[src/design/lob_pkg.sv]
`default_nettype none
package lob_pkg;

  // Table sizes.
  localparam int ORDER_SLOTS = 1024;
  localparam int OIDX_W      = $clog2(ORDER_SLOTS);
  localparam int OCNT_W      = OIDX_W + 1;
  localparam int LEVEL_SLOTS = 256;
  localparam int LIDX_W      = $clog2(LEVEL_SLOTS);
  localparam int LUSED_W     = LIDX_W + 1;
  localparam int LCNT_W      = OIDX_W + 1;
  localparam int MAX_DEPTH   = 16;
  localparam int DEPTH_W     = 5;

  typedef logic [31:0] word_t;

  // Opcodes.
  localparam logic [2:0] OP_ADD    = 3'd0;
  localparam logic [2:0] OP_CANCEL = 3'd1;
  localparam logic [2:0] OP_FILL   = 3'd2;
  localparam logic [2:0] OP_QUERY  = 3'd3;
  localparam logic [2:0] OP_SNAP   = 3'd4;

  // Status codes.
  localparam logic [2:0] ST_OK       = 3'd0;
  localparam logic [2:0] ST_UNKNOWN  = 3'd1;
  localparam logic [2:0] ST_OVERFILL = 3'd2;
  localparam logic [2:0] ST_DUP      = 3'd3;
  localparam logic [2:0] ST_OFULL    = 3'd4;
  localparam logic [2:0] ST_LFULL    = 3'd5;

  typedef enum logic [2:0] {K_ADD, K_CANCEL, K_FILL, K_QUERY, K_SNAP, K_NOP} kind_e;

  typedef struct packed {
    kind_e               kind;
    word_t               key;
    logic                side;
    word_t               price;
    word_t               qty;
    logic [DEPTH_W-1:0]  depth;
  } cmd_t;

  typedef struct packed {
    logic pop;
    logic clearing;
  } back_stat_t;

  typedef struct packed {
    logic  used;
    word_t key;
    logic  side;
    word_t price;
    word_t size;
    word_t filled;
  } order_t;

  typedef struct packed {
    word_t              price;
    word_t              total;
    logic [LCNT_W-1:0]  count;
  } level_t;

  typedef enum logic [3:0] {
    S_CLEAR, S_IDLE, S_OSCAN, S_ODEC, S_LSCAN, S_LDEC, S_SHIFT, S_LINS,
    S_BEST0, S_BEST1, S_BEST2, S_EMIT, S_SNAP
  } state_e;

endpackage
`default_nettype wire

[src/design/lob_front.sv]
`default_nettype none
module lob_front (
  input  wire logic                        clk_i,
  input  wire logic                        rst_ni,
  input  wire logic                        start,
  output logic                             busy,
  input  wire logic [2:0]                  opcode_i,
  input  wire lob_pkg::word_t              order_key_i,
  input  wire logic                        side_i,
  input  wire lob_pkg::word_t              price_i,
  input  wire lob_pkg::word_t              quantity_i,
  input  wire logic [lob_pkg::DEPTH_W-1:0] depth_i,
  output lob_pkg::cmd_t                    cmd_o,
  output logic                             cmd_valid_o,
  input  wire lob_pkg::back_stat_t         stat_i
);

  lob_pkg::cmd_t  q_mem_q [2];
  logic           wp_q, rp_q;
  logic [1:0]     cnt_q;
  logic           push;
  lob_pkg::cmd_t  cls;

  // Classify the incoming word.
  always_comb begin
    cls.key   = order_key_i;
    cls.side  = side_i;
    cls.price = price_i;
    cls.qty   = quantity_i;
    cls.depth = (depth_i > lob_pkg::DEPTH_W'(lob_pkg::MAX_DEPTH)) ?
                lob_pkg::DEPTH_W'(lob_pkg::MAX_DEPTH) : depth_i;
    unique case (opcode_i)
      lob_pkg::OP_ADD:    cls.kind = lob_pkg::K_ADD;
      lob_pkg::OP_CANCEL: cls.kind = lob_pkg::K_CANCEL;
      lob_pkg::OP_FILL:   cls.kind = lob_pkg::K_FILL;
      lob_pkg::OP_QUERY:  cls.kind = lob_pkg::K_QUERY;
      lob_pkg::OP_SNAP:   cls.kind = lob_pkg::K_SNAP;
      default:            cls.kind = lob_pkg::K_NOP;
    endcase
  end

  assign busy        = (cnt_q == 2'd2) || stat_i.clearing;
  assign push        = start && !busy;
  assign cmd_valid_o = (cnt_q != 2'd0);
  assign cmd_o       = q_mem_q[rp_q];

  // Two-entry command queue.
  always_ff @(posedge clk_i or negedge rst_ni) begin
    if (!rst_ni) begin
      wp_q  <= 1'b0;
      rp_q  <= 1'b0;
      cnt_q <= 2'd0;
    end else begin
      if (push) wp_q <= !wp_q;
      if (stat_i.pop) rp_q <= !rp_q;
      cnt_q <= cnt_q + 2'(push) - 2'(stat_i.pop);
    end
  end

  always_ff @(posedge clk_i) begin
    if (push) q_mem_q[wp_q] <= cls;
  end

endmodule
`default_nettype wire

[config.mk]
export PLATFORM = sky130hd
export DESIGN_NAME = lob_front
export DESIGN_NICKNAME = d
export VERILOG_FILES = /design/src/design/lob_pkg.sv /design/src/design/lob_front.sv
export SDC_FILE = /design/constraint.sdc
export NUM_CORES = 1
export LEC_CHECK = 0
export ABC_AREA = 0
export BUFFER_PORTS_ARGS = -buffer_cell sky130_fd_sc_hd__buf_2
export CAP_MARGIN = 30
export CORE_ASPECT_RATIO = 1.4
export CORE_UTILIZATION = 43
export DETAILED_ROUTE_END_ITERATION = 10
export PLACE_DENSITY_LB_ADDON = 0.05
export SLEW_MARGIN = 25
export SYNTH_ARGS = -nofsm -noshare
export SYNTH_HDL_FRONTEND = slang
export SYNTH_SLANG_ARGS = --single-unit
[constraint.sdc]
create_clock -name clk_i -period 15.45 [get_ports clk_i]
set_input_delay 2.3175 -clock clk_i [delete_from_list [all_inputs] [get_ports clk_i]]
set_output_delay 2.3175 -clock clk_i [all_outputs]
set_load 0.01 [all_outputs]
==> results.cfg <==
[routing]
drt-pass1-iter-count = 4
drtAntennaViolNets = 0
wl_per_cell_um = 17.2
vias_per_cell = 4.72
routed_wl_mm = 14.4
drc = 0
vias = 3961
drt_iter0_drc = 186

[cells_and_area]
fin_nets = 696
final_core_util_pct = 55.3
drive_gt1_share_pct = 60.3
diodes = 0
syn2layout_area_growth_pct = 25.2
layout_commonest_cell = buf_2
final_cell_area_um2 = 10000
layout_common_cells = 216 x buf_2, 210 x edfxtp_1, 65 x mux2_2

[timing]
min_period_ns = 5.07
finalHoldViolCount = 0
worst_pin_slew_ns = 0.713
slew_headroom_pct = 52.4
clock.fmax_mhz = 197
skew_ns = 0.0184
drv_slew = 0
tns_ns = 0
setup_viol = 0
rsz0062_at_grt = false
holdWs_ns = 0.500
period_share_pct = 32.8

[yosys]
synth_seq_cells = 214
yosys.area_share.simple_pct = 0.815
ys_seq_area_share_pct = 80.2
avgSynthCellArea_um2 = 22.6
synth_fp_nets = 465
synthMuxAreaShare_pct = 16.7
synth_cell_type_count = 17
yosysWarningCount = 0
synth_compound_area_share_pct = 0.0940
synth_top_family_by_area = multiplexers
synth-xor-area-share_pct = 0.439
netlist_area_um2 = 7980
synthesis.instances = 353
synth_fa_ha_area_share_pct = 0.313

[clock_tree]
clock-sinks = 214
clkLatencyLatePin_ns = 0.50
post_cts_buffers = 0
holdBufCountCts = 0
clock_tree.root_cell = clkbuf_16
cts_tree = yes
htreeDepth = 1
clock_path_buffers = 3
post_cts_resized = 0
cts_buffers = 21
cts.clk_slew.worst_paths_ns = 0.06

[grt]
grt_pass1_vias = 4175
grt_pass1_wl_mm = 21.0
grt.busiest_layer = met2
overflow = 0
use_met2_pct = 26.9
antenna_found_initial = 2
grt_use_met3_pct = 5.16
grt_max_degree = 52
met1_usage_pct = 15.7
grt_use_total_pct = 14.8

[floorplanning]
start_util_pct = 44.2
core_um2 = 18100
dieHeight_um = 163
dieArea_um2 = 19100
num_rows = 58
io_pins = 217
die_x_um = 117

[worst_setup_path]
cp-end-kind = output port
path_class = reg2out
cp.arrival_ns = 2.75
cp_max_fo = 44
crit_path_start_kind = register
worstPathRequired_ns = 13.13

[placement]
gp_congestion = 0.672
dp_hpwl_mm = 9.43
io_buffers = 216
placed_cell_area_um2 = 9340

[pwr]
ir_drop_mv = 0.135
p_per_area_nw_per_um2 = 169
leakagePower_nw = 3.83

[worst_hold_path]
hp-class = reg2reg

[run_status]
outcome = completed

[job]
maxCapViolations = 0
[flip-flops by register name, summed over array words and instances (netlist names)]
name,flops
rp_q,1
wp_q,1
cnt_q,2
q_mem_q,210
[layout make-up]
class,instances,area [µm²]
timing repair buffer,222,1150
fill,1491,8070
clock inverter,13,114
sequential,214,6410
tap,240,300
inverter,2,7.51
multi-input combinational,123,1480
clock buffer,25,541
[synth_stat cells, drive strengths merged]
| library cell | n | area (µm²) |
|---|---|---|
| xnor2 | 3 | 26.3 |
| clkbuf | 2 | 7.51 |
| inv | 2 | 7.51 |
| dfrtp | 4 | 100 |
| ha | 2 | 25.0 |
| mux2 | 105 | 1330 |
| nand3b | 1 | 7.51 |
| or2 | 1 | 6.26 |
| nor2 | 2 | 7.51 |
| nand2b | 2 | 12.5 |
| edfxtp | 210 | 6310 |
| xor2 | 1 | 8.76 |
| nor2b | 5 | 31.3 |
| a21o | 1 | 7.51 |
| buf | 12 | 97.6 |
[routing by layer]
metal  wire, µm  vias up  part of all wire (%)
li1           -     1851                     -
met1       5370     1944                    37
met2       7580      139                    53
met3       1190       23                   8.3
met4        235        4                   1.6
met5         27        -                  0.19
[critical path, cell delays in order, from the launching register on]
cell     delay (ns)
dfrtp_4        0.85
buf_4          0.54
buf_16         0.31
mux2_2         0.38
buf_2          0.14
[per-stage QoR]
step                power [mW]  instances  worst slack [ns]
finish                    1.69        839             10.38
global route              1.77        839             10.24
CTS                       1.72        839             10.31
detailed placement        1.23        801             10.38
global placement          1.22        800             10.42
floorplan                 1.08        353              7.95
[kinds of logic (layout without fill, tap and decap cells)]
family | after synthesis | count (layout)
AND/OR/NAND/NOR | 11 | 11
flip-flops | 214 | 214
XOR/XNOR | 4 | 4
buffers and inverters | 16 | 262
multiplexers | 105 | 105
AO/OA/AOI/OAI | 1 | 1
adder cells (fa/ha/maj) | 2 | 2
[power by group]
group          internal [mW]  leakage, nW  switching [mW]
Clock                  0.283        0.326           0.200
Sequential             0.723         1.97          0.0410
Combinational          0.230         1.54           0.215
[worst paths after layout]
| check | slack [ns] | cells after the start | startpoint | end |
|---|---|---|---|---|
| max | 10.38 | 4 | rp_q | cmd_o[24] |
| min | 0.50 | 1 | cnt_q[1] | cnt_q[1] |
| max reg2reg | 12.42 | 5 | cnt_q[1] | q_mem_q[0][95] |
| min reg2reg | 0.50 | 1 | cnt_q[1] | cnt_q[1] |
| max in group asynchronous | 13.70 | 1 | rst_ni | cnt_q[0] |
| min in group asynchronous | 1.61 | 1 | rst_ni | wp_q |
(Power assumes the default switching activity.)
